$ cat config.mk
export PLATFORM = sky130hd
export DESIGN_NAME = rwt_ctrl
export DESIGN_NICKNAME = d
export VERILOG_FILES = /design/src/hdl/rwt_pkg.sv /design/src/hdl/rwt_ctrl.sv
export SDC_FILE = /design/constraint.sdc
export NUM_CORES = 1
export LEC_CHECK = 0
export BUFFER_PORTS_ARGS = -buffer_cell sky130_fd_sc_hd__buf_2
export CAP_MARGIN = 20
export CORE_MARGIN = 5
export CORE_UTILIZATION = 44
export CTS_CLUSTER_SIZE = 20
export DETAILED_ROUTE_END_ITERATION = 6
export PLACE_DENSITY = 0.77
export SKIP_CTS_REPAIR_TIMING = 1
export SLEW_MARGIN = 20
export SYNTH_ARGS = -nofsm -noshare
export SYNTH_HDL_FRONTEND = slang
export SYNTH_SLANG_ARGS = --single-unit
$ cat constraint.sdc
create_clock -name clock -period 2 [get_ports clock]
set_input_delay 0 -clock clock [delete_from_list [all_inputs] [get_ports clock]]
set_output_delay 0 -clock clock [all_outputs]
set_load 0.05 [all_outputs]
$ cat src/hdl/rwt_pkg.sv
// Shared constants, types and helpers for the ripple wave table unit.
`default_nettype none
package rwt_pkg;

   localparam int TABLE_DEPTH = 16;
   localparam int IW = (TABLE_DEPTH > 1) ? $clog2(TABLE_DEPTH) : 1;
   localparam int CW = $clog2(TABLE_DEPTH + 1);
   localparam int SW = CW + 1;
   localparam int ENTRY_W = 64;

   localparam logic [1:0] OP_TICK   = 2'd0;
   localparam logic [1:0] OP_MOVE   = 2'd1;
   localparam logic [1:0] OP_SPLASH = 2'd2;

   localparam logic [2:0] REG_WAVE_LIMIT  = 3'd0;
   localparam logic [2:0] REG_SPACING     = 3'd1;
   localparam logic [2:0] REG_TRAIL_SCALE = 3'd2;
   localparam logic [2:0] REG_DURATION    = 3'd3;
   localparam logic [2:0] REG_MAX_RADIUS  = 3'd4;
   localparam logic [2:0] REG_BASE_AMP    = 3'd5;
   localparam logic [2:0] REG_WAVE_LENGTH = 3'd6;

   localparam logic [4:0]  RST_WAVE_LIMIT  = 5'd8;
   localparam logic [15:0] RST_SPACING     = 16'd384;
   localparam logic [15:0] RST_TRAIL_SCALE = 16'd16384;
   localparam logic [15:0] RST_DURATION    = 16'd1000;
   localparam logic [15:0] RST_MAX_RADIUS  = 16'd3200;
   localparam logic [15:0] RST_BASE_AMP    = 16'd2048;
   localparam logic [15:0] RST_WAVE_LENGTH = 16'd6144;

   localparam logic [15:0] FULL_STRENGTH = 16'h8000;

   typedef struct packed {
      logic capture;
      logic dist_mul;
      logic evict;
      logic insert;
      logic clr_idx;
      logic tick_upd;
      logic tick_end;
      logic mul1;
      logic mul2;
      logic div_init;
      logic div_step;
      logic load_out;
      logic load_empty;
   } cmd_type;

   typedef struct packed {
      logic [1:0]    op;
      logic          count_zero;
      logic          j_zero;
      logic          dist_ok;
      logic          i_last;
      logic          div_done;
      logic          slot_free;
      logic [CW-1:0] count;
   } status_type;

   function automatic logic [IW-1:0] wrap_add(logic [IW-1:0] a, logic [CW-1:0] b);
      logic [SW-1:0] s;
      s = SW'(a) + SW'(b);
      if (s >= SW'(TABLE_DEPTH)) begin
         s = s - SW'(TABLE_DEPTH);
      end
      return s[IW-1:0];
   endfunction

endpackage
`default_nettype wire

$ cat src/hdl/rwt_ctrl.sv
// Sequencer for the wave table: decode, spawn, tick pass and emit pass.
`default_nettype none
module rwt_ctrl (
   input  wire logic                clock,
   input  wire logic                reset,
   input  wire logic                req_tvalid,
   output logic                     req_tready,
   input  wire rwt_pkg::status_type status,
   output rwt_pkg::cmd_type         cmd
);
   localparam logic [3:0] S_IDLE   = 4'd0;
   localparam logic [3:0] S_DECODE = 4'd1;
   localparam logic [3:0] S_DCMP   = 4'd2;
   localparam logic [3:0] S_EVICT  = 4'd3;
   localparam logic [3:0] S_INS    = 4'd4;
   localparam logic [3:0] S_TRD    = 4'd5;
   localparam logic [3:0] S_TUPD   = 4'd6;
   localparam logic [3:0] S_TEND   = 4'd7;
   localparam logic [3:0] S_EMPTY  = 4'd8;
   localparam logic [3:0] S_ERD    = 4'd9;
   localparam logic [3:0] S_EMUL1  = 4'd10;
   localparam logic [3:0] S_EMUL2  = 4'd11;
   localparam logic [3:0] S_EDINIT = 4'd12;
   localparam logic [3:0] S_EDIV   = 4'd13;
   localparam logic [3:0] S_EOUT   = 4'd14;

   logic [3:0] state_ff, state_in;

   assign req_tready = (state_ff == S_IDLE);

   always_comb begin
      state_in = state_ff;
      cmd = '0;
      case (state_ff)
         S_IDLE: begin
            if (req_tvalid) begin
               cmd.capture = 1'b1;
               state_in = S_DECODE;
            end
         end
         S_DECODE: begin
            case (status.op)
               rwt_pkg::OP_TICK: begin
                  cmd.clr_idx = 1'b1;
                  state_in = status.count_zero ? S_IDLE : S_TRD;
               end
               rwt_pkg::OP_MOVE: begin
                  cmd.dist_mul = 1'b1;
                  state_in = S_DCMP;
               end
               rwt_pkg::OP_SPLASH: state_in = S_EVICT;
               default: state_in = S_IDLE;
            endcase
         end
         S_DCMP: state_in = status.dist_ok ? S_EVICT : S_IDLE;
         S_EVICT: begin
            cmd.evict = 1'b1;
            state_in = S_INS;
         end
         S_INS: begin
            cmd.insert = 1'b1;
            cmd.clr_idx = 1'b1;
            state_in = S_ERD;
         end
         S_TRD: state_in = S_TUPD;
         S_TUPD: begin
            cmd.tick_upd = 1'b1;
            state_in = status.i_last ? S_TEND : S_TRD;
         end
         S_TEND: begin
            cmd.tick_end = 1'b1;
            cmd.clr_idx = 1'b1;
            state_in = status.j_zero ? S_EMPTY : S_ERD;
         end
         S_EMPTY: begin
            if (status.slot_free) begin
               cmd.load_empty = 1'b1;
               state_in = S_IDLE;
            end
         end
         S_ERD: state_in = S_EMUL1;
         S_EMUL1: begin
            cmd.mul1 = 1'b1;
            state_in = S_EMUL2;
         end
         S_EMUL2: begin
            cmd.mul2 = 1'b1;
            state_in = S_EDINIT;
         end
         S_EDINIT: begin
            cmd.div_init = 1'b1;
            state_in = S_EDIV;
         end
         S_EDIV: begin
            cmd.div_step = 1'b1;
            if (status.div_done) begin
               state_in = S_EOUT;
            end
         end
         S_EOUT: begin
            if (status.slot_free) begin
               cmd.load_out = 1'b1;
               state_in = status.i_last ? S_IDLE : S_ERD;
            end
         end
         default: state_in = S_IDLE;
      endcase
   end

   always_ff @(posedge clock) begin
      if (reset) begin
         state_ff <= S_IDLE;
      end else begin
         state_ff <= state_in;
      end
   end
endmodule
`default_nettype wire

==> Word level (Yosys, flattened, before mapping) <==
Cells that the tools add are included.
{ "classes": {"n_eq_ne": 20, "mux": 28, "reduce_logical": 4} }
{ "ops": {"columns": ["op", "count"], "rows": [
  ["case mux 4 bit (15 select lines)", 1],
  ["equality test 4 bit (second input constant)", 7],
  ["2-to-1 mux 4 bit", 5],
  ["2-to-1 mux 1 bit", 17],
  ["equality test 4 x 3 -> 1 bit (second input constant)", 4],
  ["case mux 3 bit (3 select lines)", 1],
  ["equality test 4 x 2 -> 1 bit (second input constant)", 2],
  ["!= test 2 bit (second input constant)", 4],
  ["equality test 4 x 1 -> 1 bit (second input constant)", 1],
  ["logical NOT 4 bit", 1],
  ["2-to-1 mux 2 bit", 2],
  ["AND reduction 4 bit", 1],
  ["2-to-1 mux 3 bit", 1],
  ["equality test 2 x 1 -> 1 bit (second input constant)", 1],
  ["equality test 2 bit (second input constant)", 1],
  ["logical NOT 2 bit", 1],
  ["case mux 1 bit (2 select lines)", 1],
  ["OR reduction 2 bit", 1]
]} }
{ "word_totals": {"ff_bits": 4, "inputBits": 16, "output_inout_bits": 14} }

==> Logic depth before layout (Yosys ltp) <==
{ "logic_depth": {"ltp_word": 3, "depth_mapped": 6} }

==> Worst setup path before layout <==
OpenSTA, ideal clock, no wires.
{ "synth_path": {"kind": "flip-flop to output port", "from": "register state_ff[1]", "to": "output cmd[12] in the netlist's numbering", "t_arrival_ns": 2.438, "n_path_buf": 1, "required_time_ns": 2.000, "stages_incl_launch_ff": 5, "setup_slack_ns": -0.438, "path_cell_list": "dfxtp_1 -> clkbuf_1 -> or2_2 -> nor3_1 -> and2_1"} }
{ "synth_lines": {"columns": ["item", "line", "source"], "rows": [
  ["start, declared", "rwt_ctrl.sv:27", "logic [3:0] state_ff, state_in;"],
  ["start signal, assigned", "rwt_ctrl.sv:114", "state_ff <= state_in;"],
  ["end, declared", "rwt_ctrl.sv:9", "output rwt_pkg::cmd_type cmd"]
]} }

==> results.sh <==
export IMPL_route_detailed_drc=0
export IMPL_status="complete, no violations"
export IMPL_synth_ff_type="dfxtp_1"
export IMPL_end_kind="output port"
export IMPL_core_area_um2=1300
export IMPL_min_path_type="in -> reg"
export IMPL_fin_setup_tns_ns=0
export IMPL_max_cap_violations=0
export IMPL_clock_latency_ns=0.23
export IMPL_ys_seq_elements=4
export IMPL_layout_commonest_cell="buf_2"
export IMPL_grt_usage_pct=16.1
export IMPL_synth_area_um2=599
export IMPL_start_util_pct=46.1
export IMPL_htreeDepth=1
export IMPL_gp_congestion=0.835
export IMPL_min_delay_path_depth=2
export IMPL_fin_area_um2=761
export IMPL_timing_final_crit_share_pct=91.7
export IMPL_yosys_warnings=0
export IMPL_synth_distinct_cells=34
export IMPL_slew_violations=0
export IMPL_synthArstFlopShare_pct=0
export IMPL_critPathKind="reg -> out"
export IMPL_reg2reg_depth=4
export IMPL_rows=13
export IMPL_postSynthAreaPerCell_um2=6.59
export IMPL_dr_pass1_iters=4
export IMPL_min_to="state_ff[1]$_SDFFE_PP0P_"
export IMPL_cts_buffers=3
export IMPL_regMostFlops="state_ff"
export IMPL_cts_tree="built"
export IMPL_grt_pass1_vias=636
export IMPL_fill_cells=132
export IMPL_setup_viol=0
export IMPL_clock_skew_ns=0.00529
export IMPL_nets=135
export IMPL_die_width_um=46.9
export IMPL_cp_cell_sequence="buf_4 -> nor2b_1 -> a211oi_1 -> a211oi_2 -> buf_2"
export IMPL_grt_first_pass_wirelength_mm=2.66
export IMPL_avgRoutedWirePerCell_um=13.2
export IMPL_start_kind="register"
export IMPL_antenna_found_initial=0
export IMPL_area_delta_synth_final_pct=26.9
export IMPL_yosysSeqAreaShare_pct=13.4
export IMPL_largestRegisters="state_ff (4)"
export IMPL_min_from="reset"
export IMPL_largest_register_ffs=4
export IMPL_diodes=0
export IMPL_power_mw=0.442
export IMPL_dieArea_um2=2200
export IMPL_synth_top_area_cell="dfxtp_1"
export IMPL_root_buffer="clkbuf_4"
export IMPL_grt_max_degree=19
export IMPL_pwr_density_cell_nw_per_um2=581
export IMPL_vias_per_cell=5.85
export IMPL_die_y_um=46.9
export IMPL_postSynthCellCount=91
export IMPL_cts_buffer_depth=2
export IMPL_critical_path_max_stage_delay_ns=0.58
export IMPL_hold_violations=0
export IMPL_drive_above_1_share_pct=29.8
export IMPL_synth_enable_flop_cells=0
export IMPL_grt_overflow=0
export IMPL_fin_util_pct=58.5
export IMPL_reg2reg_from="state_ff[1]$_SDFFE_PP0P_"
export IMPL_arrival_ns=1.83
export IMPL_hpwl_mm=1.32
export IMPL_yosys_top_cells_area="dfxtp_1 (13%), nor2_1 (8.1%), ha_1 (6.3%)"
export IMPL_period_minus_slack_ns=1.83
export IMPL_r2r_slack_ns=0.33
export IMPL_detail_route_iter0_violations=23
export IMPL_cp_required_ns=2.00
export IMPL_grt_setup_unrepaired="false"
export IMPL_critical_path_max_fanout=14
export IMPL_crit_slowest_cell="dfxtp_1"
export IMPL_route_antenna_remaining_nets=0
export IMPL_io_pin_count=30
export IMPL_pre_cts_ws_ns=0.380
export IMPL_clk_pin_slew_ns=0.04
export IMPL_max_slew_margin_pct=62.5
export IMPL_vias=755
export IMPL_netlist_area_leader_share_pct=13.4
export IMPL_power_leakage_nw=0.351
export IMPL_synth_nets=110
export IMPL_place_area_um2=738
export IMPL_final_cell_mix="buf_2 (24), nor2_1 (13), inv_1 (7), nand2_1 (6), o21ai_0 (5)"
export IMPL_setup_ws_ns=0.165
export IMPL_ir_drop_v=0.000334
export IMPL_max_freq_mhz=545
export IMPL_routed_wl_mm=1.70
export IMPL_cts_sinks=4
export IMPL_r2r_end="state_ff[0]$_SDFFE_PP0P_"
export IMPL_worst_slew_pin_transition_ns=0.562
export IMPL_portBuffers=24
routing by layer:
metal  global-route usage, %  part of all wire, %  vias to the layer above
li1                        -                    -                      380
met1                    21.4                   43                      329
met2                    25.7                   47                       44
met3                    4.98                  9.5                        2
met4                    3.31                 0.29                        0
met5                       0                    0                        -
report_power, final:
| group | total (mW) | switching, mW | internal, mW |
|---|---|---|---|
| combinational | 0.230 | 0.146 | 0.0841 |
| clock | 0.0975 | 0.0306 | 0.0670 |
| sequential | 0.114 | 0.0258 | 0.0878 |
final cells by class:
| cell class | instances | area, um2 | area share [%] |
|---|---|---|---|
| repair buffers | 27 | 143 | 18.8 |
| flip-flops and latches | 4 | 80.1 | 10.5 |
| multi-input cells | 73 | 470 | 61.8 |
| clock buffers | 3 | 22.5 | 2.96 |
| well taps | 15 | 18.8 | 2.47 |
| inverters | 7 | 26.3 | 3.45 |
critical path, delay by kind of cell, from the launching register on:
family	cells	cell delay (ns)
AOI/OAI and AO/OA	2	0.31
buffers and inverters	2	0.54
DFF	1	0.58
and+or+nand+nor	1	0.18
worst max path at each step:
| stage | start | endpoint | cells after the start | slack (ns) |
|---|---|---|---|---|
| after floorplan | state_ff[1]$_SDFFE_PP0P_ | cmd[12] | 4 | 0.04 |
| after global placement | state_ff[0]$_SDFFE_PP0P_ | state_ff[0]$_SDFFE_PP0P_ | 4 | 0.42 |
| after detailed placement | state_ff[1]$_SDFFE_PP0P_ | state_ff[0]$_SDFFE_PP0P_ | 4 | 0.38 |
| after CTS | state_ff[0]$_SDFFE_PP0P_ | cmd[8] | 5 | 0.15 |
| after global routing | state_ff[0]$_SDFFE_PP0P_ | cmd[8] | 5 | 0.03 |
| final | state_ff[0]$_SDFFE_PP0P_ | cmd[8] | 5 | 0.17 |
per-stage QoR:
stage	hold slack, ns	instances
floorplan	0.0728	91
global placement	0.243	126
detailed placement	0.247	126
CTS	-0.000211	129
global route	0.0123	129
finish	0.0149	129
cell families after synthesis:
| logic type | Yosys count | share of synthesized area, % |
|---|---|---|
| and+or+nand+nor | 40 | 35.5 |
| AOI/OAI and AO/OA | 30 | 35.1 |
| buffers and inverters | 14 | 9.81 |
| DFF | 4 | 13.4 |
| adders and majority gates | 3 | 6.26 |
cell usage after synthesis (all sizes together) (2+ instances only):
cell type	count
ha	3
a31oi	2
a21o	2
o22ai	4
dfxtp	4
nand2	6
nor3	4
buf	5
inv	7
nor2b	4
nor3b	3
a21oi	4
nor2	13
o21ai	5
nand2b	2
a211oi	4
o32ai	2
clkbuf	2
Note: power is estimated with default switching activity, not from simulation.
